`src/sv/sckx_pkg.sv`:
```
package sckx_pkg;

  typedef logic [31:0]       sckx_word_t;
  typedef logic [15:0][31:0] sckx_block_t;
  typedef logic [4:0][31:0]  sckx_hash_t;

  // sizes
  localparam int unsigned KeyWords   = 8;
  localparam int unsigned KeyIdxW    = 3;
  localparam logic [4:0]  BlockBytes = 5'd16;

  // sha-1 initial hash value, h0 in element 0
  localparam sckx_hash_t Sha1Iv = {32'hC3D2_E1F0, 32'h1032_5476, 32'h98BA_DCFE,
                                   32'hEFCD_AB89, 32'h6745_2301};

  // padding block of a single 64-byte message
  localparam sckx_block_t PadBlock = {32'd512, {14{32'd0}}, 32'h8000_0000};

  // round constants and phase limits
  localparam sckx_word_t K0 = 32'h5A82_7999;
  localparam sckx_word_t K1 = 32'h6ED9_EBA1;
  localparam sckx_word_t K2 = 32'h8F1B_BCDC;
  localparam sckx_word_t K3 = 32'hCA62_C1D6;

  localparam logic [6:0] RoundPhase1 = 7'd20;
  localparam logic [6:0] RoundPhase2 = 7'd40;
  localparam logic [6:0] RoundPhase3 = 7'd60;
  localparam logic [6:0] RoundLast   = 7'd79;

  // byte order swap of one word
  function automatic sckx_word_t bswap32(input sckx_word_t x);
    return {x[7:0], x[15:8], x[23:16], x[31:24]};
  endfunction

  // rotate left by one
  function automatic sckx_word_t rotl1(input sckx_word_t x);
    return {x[30:0], x[31]};
  endfunction

endpackage

```
`src/sv/sckx_in_if.sv`:
```
interface sckx_in_if;
  logic        valid;
  logic        ready;
  logic        restart;
  logic [63:0] plain_low;
  logic [63:0] plain_high;
  logic [4:0]  byte_count;

  modport source (output valid, output restart, output plain_low, output plain_high,
                  output byte_count, input ready);
  modport sink (input valid, input restart, input plain_low, input plain_high,
                input byte_count, output ready);
endinterface

```
`src/sv/sckx_out_if.sv`:
```
interface sckx_out_if;
  logic        valid;
  logic        ready;
  logic [63:0] cipher_low;
  logic [63:0] cipher_high;

  modport source (output valid, output cipher_low, output cipher_high, input ready);
  modport sink (input valid, input cipher_low, input cipher_high, output ready);
endinterface

```
`src/sv/sckx_sha1_core.sv`:
```
module sckx_sha1_core (
  input  logic                  clk_i,
  input  logic                  rst_ni,
  input  logic                  start_i,
  input  sckx_pkg::sckx_block_t msg_i,
  output logic                  done_o,
  output logic [63:0]           ks_low_o,
  output logic [63:0]           ks_high_o
);

  localparam logic [1:0] CS_IDLE = 2'd0;
  localparam logic [1:0] CS_RND  = 2'd1;
  localparam logic [1:0] CS_ADD  = 2'd2;

  logic [1:0]            state_q;
  logic [6:0]            rnd_q;
  logic                  blk_q;
  logic                  done_q;
  sckx_pkg::sckx_hash_t  h_q;
  sckx_pkg::sckx_hash_t  st_q;
  sckx_pkg::sckx_block_t win_q;

  sckx_pkg::sckx_word_t  f_w;
  sckx_pkg::sckx_word_t  k_w;
  sckx_pkg::sckx_word_t  tmp_w;
  sckx_pkg::sckx_word_t  w_new;
  sckx_pkg::sckx_hash_t  h_sum;

  // round function and constant by phase
  always_comb begin
    if (rnd_q < sckx_pkg::RoundPhase1) begin
      f_w = (st_q[1] & st_q[2]) | (~st_q[1] & st_q[3]);
      k_w = sckx_pkg::K0;
    end else if (rnd_q < sckx_pkg::RoundPhase2) begin
      f_w = st_q[1] ^ st_q[2] ^ st_q[3];
      k_w = sckx_pkg::K1;
    end else if (rnd_q < sckx_pkg::RoundPhase3) begin
      f_w = (st_q[1] & st_q[2]) | (st_q[1] & st_q[3]) | (st_q[2] & st_q[3]);
      k_w = sckx_pkg::K2;
    end else begin
      f_w = st_q[1] ^ st_q[2] ^ st_q[3];
      k_w = sckx_pkg::K3;
    end
  end

  // shared round adder and schedule word
  assign tmp_w = {st_q[0][26:0], st_q[0][31:27]} + f_w + st_q[4] + k_w + win_q[0];
  assign w_new = sckx_pkg::rotl1(win_q[13] ^ win_q[8] ^ win_q[2] ^ win_q[0]);

  // chaining value update
  always_comb begin
    for (int i = 0; i < 5; i++) begin
      h_sum[i] = h_q[i] + st_q[i];
    end
  end

  // sequencer
  always_ff @(posedge clk_i or negedge rst_ni) begin
    if (!rst_ni) begin
      state_q <= CS_IDLE;
      rnd_q   <= '0;
      blk_q   <= 1'b0;
      done_q  <= 1'b0;
    end else begin
      done_q <= (state_q == CS_ADD) && blk_q;
      case (state_q)
        CS_IDLE: begin
          if (start_i) begin
            state_q <= CS_RND;
            rnd_q   <= '0;
            blk_q   <= 1'b0;
          end
        end
        CS_RND: begin
          rnd_q <= rnd_q + 7'd1;
          if (rnd_q == sckx_pkg::RoundLast) begin
            state_q <= CS_ADD;
          end
        end
        CS_ADD: begin
          if (!blk_q) begin
            blk_q   <= 1'b1;
            rnd_q   <= '0;
            state_q <= CS_RND;
          end else begin
            state_q <= CS_IDLE;
          end
        end
        default: state_q <= CS_IDLE;
      endcase
    end
  end

  // working variables, schedule window and digest
  always_ff @(posedge clk_i) begin
    case (state_q)
      CS_IDLE: begin
        if (start_i) begin
          h_q   <= sckx_pkg::Sha1Iv;
          st_q  <= sckx_pkg::Sha1Iv;
          win_q <= msg_i;
        end
      end
      CS_RND: begin
        st_q  <= {st_q[3], st_q[2], {st_q[1][1:0], st_q[1][31:2]}, st_q[0], tmp_w};
        win_q <= {w_new, win_q[15:1]};
      end
      CS_ADD: begin
        h_q <= h_sum;
        if (!blk_q) begin
          st_q  <= h_sum;
          win_q <= sckx_pkg::PadBlock;
        end
      end
      default: ;
    endcase
  end

  // digest bytes 0..15, byte 0 in the low bits
  assign ks_low_o  = {sckx_pkg::bswap32(h_q[1]), sckx_pkg::bswap32(h_q[0])};
  assign ks_high_o = {sckx_pkg::bswap32(h_q[3]), sckx_pkg::bswap32(h_q[2])};
  assign done_o    = done_q;

endmodule

```
`src/sv/sha1_counter_keystream_xor_core.sv`:
```
// channel   | dir | signals
// ----------+-----+------------------------------------------------------
// data_in_i | in  | valid/ready, restart, plain_low, plain_high, byte_count
// data_out_o| out | valid/ready, cipher_low, cipher_high
// apb       | in  | psel, penable, pwrite, paddr, pwdata, prdata, pready
//
// between input transfer and result an item runs two sha-1 compressions of
// 80 rounds each on one shared round adder
// a zero byte count skips the hash and goes from transfer straight to the done state
// reset clears the key registers and the counter to zero at once
// a new item is taken once the previous one is finished, even while its result
// still waits in the output register for the sink
module sha1_counter_keystream_xor_core (
  input  logic         clk_i,
  input  logic         rst_ni,
  sckx_in_if.sink      data_in_i,
  sckx_out_if.source   data_out_o,
  input  logic         psel,
  input  logic         penable,
  input  logic         pwrite,
  input  logic [5:0]   paddr,
  input  logic [63:0]  pwdata,
  output logic [63:0]  prdata,
  output logic         pready
);

  localparam logic [1:0] ST_IDLE  = 2'd0;
  localparam logic [1:0] ST_START = 2'd1;
  localparam logic [1:0] ST_HASH  = 2'd2;
  localparam logic [1:0] ST_DONE  = 2'd3;

  logic [1:0]                              state_q;
  logic [sckx_pkg::KeyWords-1:0][63:0]     key_q;
  logic [sckx_pkg::KeyWords-1:0][63:0]     ctr_q;
  logic [511:0]                            ctr_flat;
  logic [sckx_pkg::KeyIdxW-1:0]            inc_idx_q;
  logic                                    inc_act_q;
  logic [63:0]                             inc_sum;
  logic [63:0]                             plain_low_q;
  logic [63:0]                             plain_high_q;
  logic [4:0]                              count_q;
  logic [4:0]                              count_sat;
  logic                                    out_valid_q;
  logic [63:0]                             cipher_low_q;
  logic [63:0]                             cipher_high_q;
  logic                                    in_xfer;
  logic                                    cfg_wr;
  logic                                    out_load;
  logic                                    core_start;
  logic                                    core_done;
  logic [63:0]                             ks_low;
  logic [63:0]                             ks_high;
  logic [127:0]                            byte_mask;
  logic [127:0]                            cipher_next;
  sckx_pkg::sckx_block_t                   msg;

  assign in_xfer    = data_in_i.valid && data_in_i.ready;
  assign cfg_wr     = psel && penable && pwrite;
  assign out_load   = (state_q == ST_DONE) && (!out_valid_q || data_out_o.ready);
  assign core_start = (state_q == ST_START);
  assign count_sat  = (data_in_i.byte_count > sckx_pkg::BlockBytes) ?
                      sckx_pkg::BlockBytes : data_in_i.byte_count;

  // register access
  assign pready = 1'b1;
  assign prdata = key_q[paddr[5:3]];

  // key registers and counter
  assign inc_sum = ctr_q[inc_idx_q] + 64'd1;

  always_ff @(posedge clk_i or negedge rst_ni) begin
    if (!rst_ni) begin
      key_q     <= '0;
      ctr_q     <= '0;
      inc_idx_q <= '0;
      inc_act_q <= 1'b0;
    end else begin
      if (cfg_wr) begin
        key_q[paddr[5:3]] <= pwdata;
      end
      // one counter word per cycle while the carry ripples
      if (in_xfer && data_in_i.restart) begin
        ctr_q <= key_q;
      end else if (inc_act_q) begin
        ctr_q[inc_idx_q] <= inc_sum;
      end
      if (core_start) begin
        inc_act_q <= 1'b1;
        inc_idx_q <= '0;
      end else if (inc_act_q) begin
        inc_idx_q <= inc_idx_q + 1'b1;
        if ((inc_sum != 64'd0) || (inc_idx_q == sckx_pkg::KeyIdxW'(sckx_pkg::KeyWords - 1))) begin
          inc_act_q <= 1'b0;
        end
      end
    end
  end

  // counter bytes as big-endian message words
  assign ctr_flat = ctr_q;

  always_comb begin
    for (int i = 0; i < 16; i++) begin
      msg[i] = sckx_pkg::bswap32(ctr_flat[32*i +: 32]);
    end
  end

  sckx_sha1_core u_sha1 (
    .clk_i     (clk_i),
    .rst_ni    (rst_ni),
    .start_i   (core_start),
    .msg_i     (msg),
    .done_o    (core_done),
    .ks_low_o  (ks_low),
    .ks_high_o (ks_high)
  );

  // item sequencer
  always_ff @(posedge clk_i or negedge rst_ni) begin
    if (!rst_ni) begin
      state_q <= ST_IDLE;
    end else begin
      case (state_q)
        ST_IDLE: begin
          if (in_xfer) begin
            state_q <= (count_sat == 5'd0) ? ST_DONE : ST_START;
          end
        end
        ST_START: state_q <= ST_HASH;
        ST_HASH: begin
          if (core_done) begin
            state_q <= ST_DONE;
          end
        end
        ST_DONE: begin
          if (out_load) begin
            state_q <= ST_IDLE;
          end
        end
        default: state_q <= ST_IDLE;
      endcase
    end
  end

  // input capture
  always_ff @(posedge clk_i) begin
    if (in_xfer) begin
      plain_low_q  <= data_in_i.plain_low;
      plain_high_q <= data_in_i.plain_high;
      count_q      <= count_sat;
    end
  end

  // valid byte lanes
  always_comb begin
    for (int b = 0; b < 16; b++) begin
      byte_mask[8*b +: 8] = (5'(b) < count_q) ? 8'hFF : 8'h00;
    end
  end

  assign cipher_next = ({plain_high_q, plain_low_q} ^ {ks_high, ks_low}) & byte_mask;

  // output register
  always_ff @(posedge clk_i or negedge rst_ni) begin
    if (!rst_ni) begin
      out_valid_q <= 1'b0;
    end else if (out_load) begin
      out_valid_q <= 1'b1;
    end else if (data_out_o.ready) begin
      out_valid_q <= 1'b0;
    end
  end

  always_ff @(posedge clk_i) begin
    if (out_load) begin
      cipher_low_q  <= cipher_next[63:0];
      cipher_high_q <= cipher_next[127:64];
    end
  end

  assign data_in_i.ready        = (state_q == ST_IDLE);
  assign data_out_o.valid       = out_valid_q;
  assign data_out_o.cipher_low  = cipher_low_q;
  assign data_out_o.cipher_high = cipher_high_q;

endmodule

```
`src/flat_wrapper.sv`:
```
// flat-port wrapper written by rule: the top's interface ports become plain ports
module sha1_counter_keystream_xor_core_flat 
  (clk_i, rst_ni, psel, penable, pwrite, paddr, pwdata, prdata, pready, data_in_i_valid, data_in_i_restart, data_in_i_plain_low, data_in_i_plain_high, data_in_i_byte_count, data_in_i_ready, data_out_o_valid, data_out_o_cipher_low, data_out_o_cipher_high, data_out_o_ready);
  sckx_in_if data_in_i_i ();
  sckx_out_if data_out_o_i ();
  input  logic clk_i;
  input  logic rst_ni;
  input  logic psel;
  input  logic penable;
  input  logic pwrite;
  input  logic [5:0] paddr;
  input  logic [63:0] pwdata;
  output logic [63:0] prdata;
  output logic pready;
  input wire logic [$bits(data_in_i_i.valid)-1:0] data_in_i_valid;
  input wire logic [$bits(data_in_i_i.restart)-1:0] data_in_i_restart;
  input wire logic [$bits(data_in_i_i.plain_low)-1:0] data_in_i_plain_low;
  input wire logic [$bits(data_in_i_i.plain_high)-1:0] data_in_i_plain_high;
  input wire logic [$bits(data_in_i_i.byte_count)-1:0] data_in_i_byte_count;
  output wire logic [$bits(data_in_i_i.ready)-1:0] data_in_i_ready;
  output wire logic [$bits(data_out_o_i.valid)-1:0] data_out_o_valid;
  output wire logic [$bits(data_out_o_i.cipher_low)-1:0] data_out_o_cipher_low;
  output wire logic [$bits(data_out_o_i.cipher_high)-1:0] data_out_o_cipher_high;
  input wire logic [$bits(data_out_o_i.ready)-1:0] data_out_o_ready;
  assign data_in_i_i.valid = data_in_i_valid;
  assign data_in_i_i.restart = data_in_i_restart;
  assign data_in_i_i.plain_low = data_in_i_plain_low;
  assign data_in_i_i.plain_high = data_in_i_plain_high;
  assign data_in_i_i.byte_count = data_in_i_byte_count;
  assign data_in_i_ready = data_in_i_i.ready;
  assign data_out_o_valid = data_out_o_i.valid;
  assign data_out_o_cipher_low = data_out_o_i.cipher_low;
  assign data_out_o_cipher_high = data_out_o_i.cipher_high;
  assign data_out_o_i.ready = data_out_o_ready;
  sha1_counter_keystream_xor_core u_core (.clk_i(clk_i), .rst_ni(rst_ni), .data_in_i(data_in_i_i), .data_out_o(data_out_o_i), .psel(psel), .penable(penable), .pwrite(pwrite), .paddr(paddr), .pwdata(pwdata), .prdata(prdata), .pready(pready));
endmodule
```
`config.mk`:
```
export PLATFORM = sky130hd
export DESIGN_NAME = sha1_counter_keystream_xor_core_flat
export DESIGN_NICKNAME = d
export VERILOG_FILES = /design/src/sv/sckx_pkg.sv /design/src/sv/sckx_in_if.sv /design/src/sv/sckx_out_if.sv /design/src/sv/sckx_sha1_core.sv /design/src/sv/sha1_counter_keystream_xor_core.sv /design/src/flat_wrapper.sv
export SDC_FILE = /design/constraint.sdc
export NUM_CORES = 2
export LEC_CHECK = 0
export BUFFER_PORTS_ARGS = -buffer_cell sky130_fd_sc_hd__buf_2
export CORE_ASPECT_RATIO = 1.1
export CORE_UTILIZATION = 55
export CTS_CLUSTER_DIAMETER = 40
export DETAILED_ROUTE_END_ITERATION = 10
export GPL_ROUTABILITY_DRIVEN = 0
export PLACE_DENSITY = 0.71
export SETUP_SLACK_MARGIN = 0.02
export SLEW_MARGIN = 30
export SYNTH_ARGS = -nofsm -noshare
export SYNTH_HDL_FRONTEND = slang
export SYNTH_SLANG_ARGS = --single-unit
```
`constraint.sdc`:
```
create_clock -name clk_i -period 20.6 [get_ports clk_i]
set_clock_uncertainty 0.05 [all_clocks]
set_input_delay 1.03 -clock clk_i [delete_from_list [all_inputs] [get_ports clk_i]]
set_output_delay 1.03 -clock clk_i [all_outputs]
set_load 0.1 [all_outputs]
```
==> results.md <==
- Critical path start-end classification: flop to flop
- Path category of the worst min-delay check: input port to flop
- Detailed-route via count: 82000
- Part of the Yosys area used for sequential elements: 0.549
- Number of library cell types mapped by synthesis: 117
- Crit path capture type: flop
- Total wire length after detailed routing: 374 mm
- IO Pins: just over 400
- Average wire per standard cell: 30.0 um
- WP data arrival: 8.52 ns
- Maximum fanout along the worst path: 43
- Total CTS buffers: ~310
- Transition time of the tightest slew-check pin: 1.11 ns
- Clock tree from TritonCTS: done
- Number of cells produced by synthesis: 9340
- Max transition margin: 0.258
- Global routing usage on met1: 0.435
- Initial DRC count: 10400
- GRT Resource Usage Total: 0.374
- Final Max Tran Viols: 0
- Startpoint Class: flop
- Die span in y: ~470 um
- Status: completed
- Post-CTS setup buffer count: 0
- Core region area: 193000 um2
- Root Buffer Master: clkbuf_16
- Initial antenna violation count: 60
- Final-stage net count: around 10000
- # setup viols final: 0
- Via/cell ratio: approximately 6.6
- Layout overhead on the synthesized area: 14.2%
- Final critical delay including setup and external delays: 7.67 ns
- Max Clock Freq: 130 MHz
- Number of synthesized flops with an enable pin: between 1000 and 1500
- Number of clock sinks: 2135
- YS warnings: 0
- HPWL after detailed placement: 244 mm
- Number of H-tree branching levels: 5
- Clock buffer depth: 4
- Number of detailed-route iterations in the first pass: 9
- Grt peak-use layer: met2
- Synthesized flop and latch total: 2135
- Synthesized net count: 9913
- Number of global-route vias before repair: 80800
- Width of the die: 423 um
- Post-synth design cell area: between 100000 and 150000 um2
- Slack of the critical path: 12.93 ns
- Overflow after GRT: 0
- PostCTS Resize Cnt: 0
- Met3 GRT Util: 0.100
- Share of flip-flops with an asynchronous set or reset: 0.488
- First-pass GRT wire length: 539 mm
- Clock Latency Late Sink: 0.98 ns
- Antenna Violating Nets Remaining: 0
- Number of maximum-capacitance violations: 0
- Average instance area after synthesis: 11.5 um2
- Share of the clock period used by the worst path after layout: 0.372
- Die outline area: 197000 um2
- Maximum number of pins on one net before global-route repair: 263
- Residual DRC count: 0
- Final design utilization: 0.634
- Share of post-route cells with drive strength above 1: 0.181
- Post-CTS clock slew at the launch and capture registers of the worst setup and hold paths: 0.06 ns
- Setup repair after global routing missed its margin: false
- Count of final hold-check violations: 0
- Input/output buffers: 401
- Data required time of the critical path: between 20 and 25 ns
- Setup slack at placement: 13.27 ns
- Prevailing post-synth register cell: edfxtp_1
- Sum of negative setup slack: 0 ns
- FP Rows: 169
- Routing usage on met2: 0.578
- Starting utilization of the core area: 0.555
cell type report:
| cell class | count | area, um2 |
|---|---|---|
| inverter | 268 | 1020 |
| timing repair buffer | 551 | 3360 |
| sequential | 2135 | 58900 |
| multi-input combinational | 6340 | 45300 |
| antenna | 40 | 100 |
| fill | 14800 | 70700 |
| clock buffer | 378 | 8590 |
| clock inverter | 176 | 2060 |
| tap | 2565 | 3210 |
through the flow:
stage / instances / cell area [um2] / hold WS, ns
floorplan: 9340 / 107000 / 0.416
global placement: 11900 / 111000 / 0.438
detailed placement: 11900 / 112000 / 0.450
CTS: 12400 / 122000 / 0.128
global route: 12400 / 123000 / 0.146
finish: 12500 / 123000 / 0.176
final timing paths:
kind                                     endpoint  cells past startpoint                    from  slack [ns]
setup / recovery                 u_core.inc_act_q                     17     u_core.inc_idx_q[1]       12.93
hold / removal              u_core.plain_low_q[5]                      1  data_in_i_plain_low[5]        0.18
setup reg to reg                 u_core.inc_act_q                     17     u_core.inc_idx_q[1]       12.93
hold reg to reg            u_core.u_sha1.rnd_q[1]                      2  u_core.u_sha1.rnd_q[1]        0.46
max in group asynchronous       u_core.key_q[137]                      6                  rst_ni       16.79
min in group asynchronous    u_core.ctr_flat[193]                      2                  rst_ni        0.48
cells in the final DEF, fill, tap and decap left out, types with 105 or more instances in the layout:
| master | n |
|---|---|
| mux2_2 | 535 |
| buf_4 | 118 |
| xor2_1 | 105 |
| clkbuf_16 | 329 |
| dfrtp_1 | 1039 |
| xnor2_1 | 314 |
| mux2i_1 | 129 |
| nand2_1 | 285 |
| nor2_1 | 1345 |
| ha_1 | 234 |
| inv_1 | 262 |
| a22oi_1 | 275 |
| buf_2 | 401 |
| o21ai_0 | 149 |
| a22o_1 | 487 |
| a21oi_1 | 1226 |
| edfxtp_1 | 1093 |
| fa_1 | 125 |
kinds of logic (layout without fill, tap and decap cells):
group | Yosys count | after routing | synth area share
compound gates | 2619 | 2619 | 0.160
xor+xnor | 449 | 449 | 0.0377
fa+ha+maj | 362 | 362 | 0.0510
buf+inv | 865 | 1373 | 0.0329
flops | 2135 | 2135 | 0.549
mux | 712 | 712 | 0.0776
other cells | 1 | 41 | 0.0000350
simple gates | 2197 | 2197 | 0.0917
metal layers:
| layer | routed length, um | share of wire | vias up |
|---|---|---|---|
| li1 | - | - | 34900 |
| met5 | 181 | 0.00048 | - |
| met3 | 40200 | 0.11 | 1385 |
| met4 | 35700 | 0.095 | 26 |
| met1 | 127000 | 0.34 | 40500 |
| met2 | 170000 | 0.46 | 5219 |
worst max-delay path: stages, from the launching register on:
cell     delay (ns)
dfrtp_4        1.03
buf_4          0.70
buf_4          0.65
mux2_2         0.42
mux4_2         0.48
or2_2          0.43
ha_1           0.22
o21ai_0        0.07
buf_4          0.23
nor2_1         0.06
buf_4          0.22
nand3_1        0.20
nor2_1         0.09
xor2_1         0.78
nand4_1        0.63
or4b_1         0.67
nor4_2         0.39
a31o_1         0.21
what timing repair did:
| action | 4_1_cts | 5_1_grt |
|---|---|---|
| setup endpoints to repair | 0 | 0 |
| hold buffers | 0 | 1 |
| hold endpoints to repair | 0 | 23 |
Yosys cell counts, drive strengths merged (58+ instances only):
master | n | area, um2
inv | 268 | 1010
a22o | 487 | 4270
fa | 125 | 2500
xnor2 | 329 | 2930
nand3 | 78 | 400
mux2i | 131 | 1320
a22oi | 275 | 2060
nand2b | 81 | 507
ha | 237 | 2970
dfrtp | 1042 | 26100
mux2 | 540 | 6080
edfxtp | 1093 | 32800
buf | 99 | 653
xor2 | 120 | 1120
nand2 | 295 | 1110
nand4 | 87 | 566
a221o | 58 | 581
a21o | 80 | 601
clkbuf | 498 | 1870
o21ai | 151 | 756
nor2 | 1358 | 5120
a21oi | 1227 | 6140
and2 | 62 | 388
sequential cells by signal, summed over array words and instances (netlist names):
signal                         count
u_core.count_q                     5
u_core.ctr_flat                  512
u_core.data_out_o.cipher_high     64
u_core.data_out_o.cipher_low      64
u_core.data_out_o.valid            1
u_core.inc_act_q                   1
u_core.inc_idx_q                   3
u_core.key_q                     512
u_core.plain_high_q               64
u_core.plain_low_q                64
u_core.state_q                     2
u_core.u_sha1.blk_q                1
u_core.u_sha1.done_o               1
u_core.u_sha1.h_q                 32
u_core.u_sha1.ks_high_o           64
u_core.u_sha1.ks_low_o            64
u_core.u_sha1.rnd_q                7
u_core.u_sha1.st_q               160
u_core.u_sha1.state_q              2
u_core.u_sha1.win_q              512
Power is left out: the tool's default activity adds up to more than one toggle a clock period on the data nets, which glitch-free logic cannot reach.
